`config.mk`:
```
export PLATFORM = sky130hd
export DESIGN_NAME = three_axis_moving_average_top_flat
export DESIGN_NICKNAME = d
export VERILOG_FILES = /design/src/sv/tam_pkg.sv /design/src/sv/tam_sample_if.sv /design/src/sv/tam_mean_if.sv /design/src/sv/three_axis_moving_average_top.sv /design/src/flat_wrapper.sv
export SDC_FILE = /design/constraint.sdc
export NUM_CORES = 2
export LEC_CHECK = 0
export ABC_AREA = 1
export BUFFER_PORTS_ARGS = -buffer_cell sky130_fd_sc_hd__buf_4
export CAP_MARGIN = 20
export CORE_MARGIN = 2
export CORE_UTILIZATION = 45
export CTS_CLUSTER_SIZE = 40
export DETAILED_ROUTE_END_ITERATION = 6
export SYNTH_ARGS = -nofsm -noshare
export SYNTH_HDL_FRONTEND = slang
export SYNTH_SLANG_ARGS = --single-unit
```
`constraint.sdc`:
```
create_clock -name clk -period 6.2 [get_ports clk]
set_input_delay 0 -clock clk [delete_from_list [all_inputs] [get_ports clk]]
set_output_delay 0 -clock clk [all_outputs]
set_load 0.02 [all_outputs]
```
`src/sv/tam_pkg.sv`:
```
// ----------------------------------------------------------------------------
// tam_pkg
// Shared types and constants for the three-axis moving-average filter.
// ----------------------------------------------------------------------------
package tam_pkg;

	localparam int SAMPLE_W = 17;
	localparam int AXES     = 3;

	typedef logic signed [SAMPLE_W-1:0] sample_t;

endpackage

```
`src/sv/tam_sample_if.sv`:
```
// ----------------------------------------------------------------------------
// tam_sample_if
// Valid/ready channel carrying one three-axis accelerometer sample.
// ----------------------------------------------------------------------------
interface tam_sample_if;

	logic            valid;
	logic            ready;
	tam_pkg::sample_t sample_x;
	tam_pkg::sample_t sample_y;
	tam_pkg::sample_t sample_z;

	modport source (output valid, output sample_x, output sample_y, output sample_z,
		input ready);
	modport sink (input valid, input sample_x, input sample_y, input sample_z,
		output ready);

endinterface

```
`src/sv/tam_mean_if.sv`:
```
// ----------------------------------------------------------------------------
// tam_mean_if
// Valid/ready channel carrying one three-axis windowed mean.
// ----------------------------------------------------------------------------
interface tam_mean_if;

	logic            valid;
	logic            ready;
	tam_pkg::sample_t mean_x;
	tam_pkg::sample_t mean_y;
	tam_pkg::sample_t mean_z;

	modport source (output valid, output mean_x, output mean_y, output mean_z,
		input ready);
	modport sink (input valid, input mean_x, input mean_y, input mean_z,
		output ready);

endinterface

```
`src/sv/three_axis_moving_average_top.sv`:
```
// From sample transfer to mean valid: one update/write, SW divider steps and one
// output load, SW = 17 + clog2(WINDOW); the load waits while the last mean is not taken.
// A new sample is accepted only back in idle, after the mean is loaded; the radix-2
// restoring divider has a shared step counter, and the three axes divide in parallel.
// Reset: sums, slot pointer and fill flag clear at once; unfilled ring slots read as
// zero through the fill flag, so the sample memory needs no clearing pass.
// ----------------------------------------------------------------------------
// three_axis_moving_average_top
// Running-sum moving average over three axes, ring held in one sync memory.
// ----------------------------------------------------------------------------
module three_axis_moving_average_top #(
	parameter int WINDOW = 32
) (
	input  logic         clk,
	input  logic         arst_n,
	tam_sample_if.sink   samples,
	tam_mean_if.source   means
);

	localparam int SW    = tam_pkg::SAMPLE_W + $clog2(WINDOW);
	localparam int SLW   = $clog2(WINDOW);
	localparam int DVW   = $clog2(WINDOW + 1);
	localparam int CW    = $clog2(SW);
	localparam int WW    = tam_pkg::AXES * tam_pkg::SAMPLE_W;
	localparam int EXT_W = SW - tam_pkg::SAMPLE_W;

	localparam logic [1:0] S_IDLE = 2'd0;
	localparam logic [1:0] S_READ = 2'd1;
	localparam logic [1:0] S_DIV  = 2'd2;
	localparam logic [1:0] S_DONE = 2'd3;

	logic [1:0]             state_q;
	logic [SLW-1:0]         slot_q;
	logic                   full_q;
	logic [CW-1:0]          cnt_q;
	logic [DVW-1:0]         div_q;
	logic signed [SW-1:0]   total_q [tam_pkg::AXES];
	tam_pkg::sample_t       samp_q  [tam_pkg::AXES];
	logic [DVW-1:0]         rem_q   [tam_pkg::AXES];
	logic [SW-1:0]          quo_q   [tam_pkg::AXES];
	logic                   neg_q   [tam_pkg::AXES];
	tam_pkg::sample_t       mean_q  [tam_pkg::AXES];
	logic                   out_valid_q;

	logic [WW-1:0]          mem [WINDOW];
	logic [WW-1:0]          rd_q;
	logic [WW-1:0]          wr_data;
	logic                   mem_we;

	logic                   in_xfer;
	logic                   out_free;
	logic                   last_slot;
	logic                   full_n;
	logic [DVW-1:0]         divisor;
	logic signed [SW-1:0]   total_n [tam_pkg::AXES];
	logic [DVW-1:0]         rem_n   [tam_pkg::AXES];
	logic [SW-1:0]          quo_n   [tam_pkg::AXES];
	logic [SW-1:0]          quo_s   [tam_pkg::AXES];

	assign samples.ready = (state_q == S_IDLE);
	assign in_xfer       = samples.valid && samples.ready;
	assign out_free      = !out_valid_q || means.ready;
	assign mem_we        = (state_q == S_READ);
	assign wr_data       = {samp_q[2], samp_q[1], samp_q[0]};

	assign last_slot = (slot_q == SLW'(WINDOW - 1));
	assign full_n    = full_q || last_slot;
	assign divisor   = full_n ? DVW'(WINDOW) : (DVW'(slot_q) + DVW'(1));

	always_ff @(posedge clk) begin
		if (mem_we) begin
			mem[slot_q] <= wr_data;
		end
		rd_q <= mem[slot_q];
	end

	always_comb begin
		logic [tam_pkg::SAMPLE_W-1:0] old_raw;
		logic [DVW:0]                 shifted;
		logic [DVW:0]                 diff;
		for (int a = 0; a < tam_pkg::AXES; a++) begin
			old_raw = full_q ? rd_q[a*tam_pkg::SAMPLE_W +: tam_pkg::SAMPLE_W]
				: '0;
			total_n[a] = total_q[a]
				- $signed({{EXT_W{old_raw[tam_pkg::SAMPLE_W-1]}}, old_raw})
				+ $signed({{EXT_W{samp_q[a][tam_pkg::SAMPLE_W-1]}}, samp_q[a]});
			quo_s[a] = neg_q[a] ? (~quo_q[a] + SW'(1)) : quo_q[a];
			shifted  = {rem_q[a], quo_q[a][SW-1]};
			diff     = shifted - {1'b0, div_q};
			if (!diff[DVW]) begin
				rem_n[a] = diff[DVW-1:0];
				quo_n[a] = {quo_q[a][SW-2:0], 1'b1};
			end else begin
				rem_n[a] = shifted[DVW-1:0];
				quo_n[a] = {quo_q[a][SW-2:0], 1'b0};
			end
		end
	end

	always_ff @(posedge clk or negedge arst_n) begin
		if (!arst_n) begin
			state_q     <= S_IDLE;
			slot_q      <= '0;
			full_q      <= 1'b0;
			cnt_q       <= '0;
			out_valid_q <= 1'b0;
			for (int a = 0; a < tam_pkg::AXES; a++) begin
				total_q[a] <= '0;
			end
		end else begin
			if (state_q == S_DONE && out_free) begin
				out_valid_q <= 1'b1;
			end else if (means.ready) begin
				out_valid_q <= 1'b0;
			end
			case (state_q)
				S_IDLE: begin
					if (in_xfer) begin
						state_q <= S_READ;
					end
				end
				S_READ: begin
					for (int a = 0; a < tam_pkg::AXES; a++) begin
						total_q[a] <= total_n[a];
					end
					slot_q  <= last_slot ? '0 : slot_q + SLW'(1);
					full_q  <= full_n;
					cnt_q   <= '0;
					state_q <= S_DIV;
				end
				S_DIV: begin
					cnt_q <= cnt_q + CW'(1);
					if (cnt_q == CW'(SW - 1)) begin
						state_q <= S_DONE;
					end
				end
				S_DONE: begin
					if (out_free) begin
						state_q <= S_IDLE;
					end
				end
				default: begin
					state_q <= S_IDLE;
				end
			endcase
		end
	end

	always_ff @(posedge clk) begin
		if (in_xfer) begin
			samp_q[0] <= samples.sample_x;
			samp_q[1] <= samples.sample_y;
			samp_q[2] <= samples.sample_z;
		end
		if (state_q == S_READ) begin
			div_q <= divisor;
			for (int a = 0; a < tam_pkg::AXES; a++) begin
				neg_q[a] <= total_n[a][SW-1];
				quo_q[a] <= total_n[a][SW-1] ? (~total_n[a] + SW'(1)) : total_n[a];
				rem_q[a] <= '0;
			end
		end else if (state_q == S_DIV) begin
			for (int a = 0; a < tam_pkg::AXES; a++) begin
				rem_q[a] <= rem_n[a];
				quo_q[a] <= quo_n[a];
			end
		end
		if (state_q == S_DONE && out_free) begin
			for (int a = 0; a < tam_pkg::AXES; a++) begin
				mean_q[a] <= quo_s[a][tam_pkg::SAMPLE_W-1:0];
			end
		end
	end

	assign means.valid  = out_valid_q;
	assign means.mean_x = mean_q[0];
	assign means.mean_y = mean_q[1];
	assign means.mean_z = mean_q[2];

	a_div_nonzero: assert property (@(posedge clk) disable iff (!arst_n)
		state_q == S_READ |-> divisor != '0)
		else $error("zero divisor loaded");

	a_full_sticky: assert property (@(posedge clk) disable iff (!arst_n)
		!$fell(full_q))
		else $error("fill flag dropped");

	a_out_from_done: assert property (@(posedge clk) disable iff (!arst_n)
		$rose(out_valid_q) |-> $past(state_q) == S_DONE)
		else $error("mean presented outside completion");

	a_slot_progress: assert property (@(posedge clk) disable iff (!arst_n)
		(state_q == S_DIV && !full_q) |-> slot_q != '0)
		else $error("slot pointer inconsistent with fill flag");

endmodule
```
`src/flat_wrapper.sv`:
```
// flat-port wrapper written by rule: the top's interface ports become plain ports
module three_axis_moving_average_top_flat 
#(
	parameter int WINDOW = 32
)
  (clk, arst_n, samples_valid, samples_sample_x, samples_sample_y, samples_sample_z, samples_ready, means_valid, means_mean_x, means_mean_y, means_mean_z, means_ready);
  tam_sample_if samples_i ();
  tam_mean_if means_i ();
  input  logic clk;
  input  logic arst_n;
  input wire logic [$bits(samples_i.valid)-1:0] samples_valid;
  input wire logic [$bits(samples_i.sample_x)-1:0] samples_sample_x;
  input wire logic [$bits(samples_i.sample_y)-1:0] samples_sample_y;
  input wire logic [$bits(samples_i.sample_z)-1:0] samples_sample_z;
  output wire logic [$bits(samples_i.ready)-1:0] samples_ready;
  output wire logic [$bits(means_i.valid)-1:0] means_valid;
  output wire logic [$bits(means_i.mean_x)-1:0] means_mean_x;
  output wire logic [$bits(means_i.mean_y)-1:0] means_mean_y;
  output wire logic [$bits(means_i.mean_z)-1:0] means_mean_z;
  input wire logic [$bits(means_i.ready)-1:0] means_ready;
  assign samples_i.valid = samples_valid;
  assign samples_i.sample_x = samples_sample_x;
  assign samples_i.sample_y = samples_sample_y;
  assign samples_i.sample_z = samples_sample_z;
  assign samples_ready = samples_i.ready;
  assign means_valid = means_i.valid;
  assign means_mean_x = means_i.mean_x;
  assign means_mean_y = means_i.mean_y;
  assign means_mean_z = means_i.mean_z;
  assign means_i.ready = means_ready;
  three_axis_moving_average_top #(.WINDOW(WINDOW)) u_core (.clk(clk), .arst_n(arst_n), .samples(samples_i), .means(means_i));
endmodule
```
==> out/results.txt <==
number of buffers added for setup after CTS -> 0
internal power -> 29800 uW
largest net degree at the start of global routing -> 215
1st-iter DRT viols -> 6782
number of global-route vias before repair -> 52526
Boundary Pins -> 108
hpwl dp -> 127000 um
grt total ovfl -> 0
most frequent cells in the layout -> edfxtp_1, nor2_1, o21ai_0
most frequent CP cell -> nand2_1
power share of the sequential group -> 0.353
register area share after synthesis -> 0.695
Chip Height -> 434 um
grt met1 use -> 0.358
r2r setup slk -> 1.59 ns
share of post-route cells with drive strength above 1 -> 0.0807
reg2reg start -> u_core.samp_q[0][24]$_DFFE_PP_
commonest non-fill, non-tap cell in the layout -> edfxtp_1
GR Util All Layers -> 0.245
critical path type -> reg2reg
count of different cell masters after synthesis -> 42
crit path cell chain -> inv_1 > fa_1 > inv_1 > ha_1 > nand2_1 > inv_1 > nand2_1 > nand2_1 > a21oi_1 > nand2_1 > nand2_1 > nand2_1 > nand2_1 > nand2_1 > inv_2 > o21ai_0 > nand3_1 > nand2_1 > nand3_1 > nand2_1
Worst path depth -> 20
wire length per cell -> 23.7 um
synthesized instance count -> 7010
Clk pwr share -> 0.228
Worst path top cell family by delay -> simple AND/OR/NAND/NOR gates
Finished Cell Area -> 95000 um2
Setup crit end kind -> flip-flop
Nets -> 7429
Mapped Area -> 83300 um2
Inserted Clock Buffers -> 198
placed inst area -> 87400 um2
WP data arrival -> 5.17 ns
failing checks -> design-rule violations
Worst-Margin Slew -> 1.10 ns
die area -> 189000 um2
post-route ant nets -> 0
CTS tree -> yes
global-route wire length before repair -> 344000 um
gpl congestion -> 0.867
clock root buffer -> clkbuf_16
Multi-input gate area -> 22100 um2
Clock Skews -> 0.0493 ns
cells on worst reg2reg path -> 20
worst hold path class -> in2async
final wirelength -> 233000 um
setup_tns -> 0 ns
Area Growth Syn to Fin -> 14.0%
Reg2Reg Capture Point -> u_core.quo_q[0][42]$_DFFE_PP_
fill cell count -> 15811
outcome -> finished, violations left
final setup fails -> 0
fmax -> 217 MHz
flops & latches, synth -> 1958
minimum clock period -> 4.61 ns
CP bufs+invs -> 4
drt pass-1 iters -> 7
P_sw -> 20800 uW
combinational share of power -> 0.419
post-CTS sizing -> 0
CTS Sinks -> 1958
Req. time, crit path -> 6.77 ns
Final Util -> 0.518
via count -> 55638
Synth top area share -> 0.658
CTS max path bufs -> 3
Hold Buf Count CTS -> 107
Critical Path Fanout Max -> 33
final hold vios -> 0
RSZ-0062 raised after global routing -> false
Chip Width -> 434 um
Fin Hold WS -> 0.00174 ns
final period utilization -> 0.743
CP Capture Point -> u_core.quo_q[0][42]$_DFFE_PP_
I/O Buffers -> 107
Worst slew margin -> 0.266
CP max stage delay -> 0.98 ns
count of final max-slew check failures -> 0
H-tree levels -> 4
M2 GR Usage -> 0.384
Max stage delay cell, worst path -> edfxtp_1
Worst-path clk slew -> 0.06 ns
Leak -> 0.0343 uW
Worst-Skew Late Latency -> 0.86 ns
core footprint -> 183000 um2
busiest layer in global routing -> met2
Worst Setup Start Kind -> flip-flop
starting density of the core -> 0.454
Max IR drop VDD -> 0.389 mV
Critical Path Start -> u_core.samp_q[0][24]$_DFFE_PP_
initial antenna violation count -> 4
GRT met3 Usage -> 0.0412
post-synth top area cell -> edfxtp_1
Rows -> 157
Max-Cap Viols -> 0
drt drc -> 2
switching share of power -> 0.410
warnings from Yosys -> 0
Seq. cell area -> 57900 um2
power density cells -> 533 nW/um2
Syn Area/Cell -> 11.9 um2
vias per cell -> 5.65
post-synthesis net count -> 7235
synth top area cells -> edfxtp_1, o21ai_0, nor2_1
-- Yosys cell counts (all sizes together) --
cell type / number
edfxtp: 1827
nor2: 1024
o21ai: 964
nand2: 869
inv: 579
o22ai: 416
clkbuf: 283
nand3: 155
ha: 104
a221oi: 98
a21oi: 94
a22o: 86
buf: 82
dfrtp: 80
xor2: 73
fa: 66
dfxtp: 51
nor3: 49
nand4: 31
xnor2: 30
nand3b: 18
a211oi: 6
nor4: 6
o21bai: 6
o31ai: 4
a31oi: 3
and2: 2
nor3b: 2
o21a: 1
o221ai: 1
-- tightest hold or removal path: cells and delay by family --
kind,cells,cell delay [ns]
buf+inv,3,1.38
-- metrics by stage --
stage               std cells  power, uW  setup slack, ns
finish                   9841      50600             1.59
global route             9840      54100             1.07
CTS                      9831      50700             1.65
detailed placement       9352      39100             1.67
global placement         9351      38800             1.72
floorplan                7010      32700             1.85
-- state kept, by name, indices dropped and copies added (netlist names) --
name and cells:
u_core.samp_q 51, u_core.state_q 2, u_core.div_q 6, u_core.neg_q 3
u_core.rem_q 18, u_core.mean_q 51, u_core.total_q 66, u_core.cnt_q 5
u_core.full_q 1, u_core.means.valid 1, u_core.rd_q 51, u_core.quo_q 66
u_core.mem 1632, u_core.slot_q 5
-- cells by family after synthesis --
family                   after synthesis  share of synthesized area
AND/OR/NAND/NOR                     2156                      0.103
flip-flops                          1958                      0.695
AO/OA/AOI/OAI                       1679                      0.116
adder cells (fa/ha/maj)              170                     0.0315
buffers and inverters                944                     0.0438
XOR/XNOR                             103                     0.0111
-- layer usage --
metal	part of all wire	vias up
met4	0.021	2
li1	-	25428
met5	0.000056	-
met3	0.086	337
met2	0.46	2226
met1	0.43	27645
-- power by group through the flow --
stage	combinational, uW	sequential (uW)	clock (uW)
final	21200	17900	11500
after global routing	23900	18000	12200
after CTS	21000	17900	11700
after detailed placement	20900	18200	0
after global placement	20600	18200	0
after floorplan	14600	18100	0
-- how the worst min path moves through the flow --
stage                                endpoint
2_1_floorplan     u_core.cnt_q[0]$_DFFE_PN0P_
3_3_place_gp    u_core.total_q[3]$_DFFE_PN0P_
3_5_place_dp   u_core.total_q[19]$_DFFE_PN0P_
4_1_cts          u_core.slot_q[2]$_DFFE_PN0P_
5_1_grt          u_core.slot_q[2]$_DFFE_PN0P_
6_report         u_core.slot_q[2]$_DFFE_PN0P_
-- area by class of cell --
type | instances | share of cell area
repair buffers | 359 | 0.0363
clock buffers | 271 | 0.0566
multi-input cells | 4108 | 0.233
well taps | 2464 | 0.0325
clock inverters | 101 | 0.00910
diodes | 1 | 0.0000263
inverters | 579 | 0.0231
flip-flops and latches | 1958 | 0.610
(Power assumes the default switching activity.)
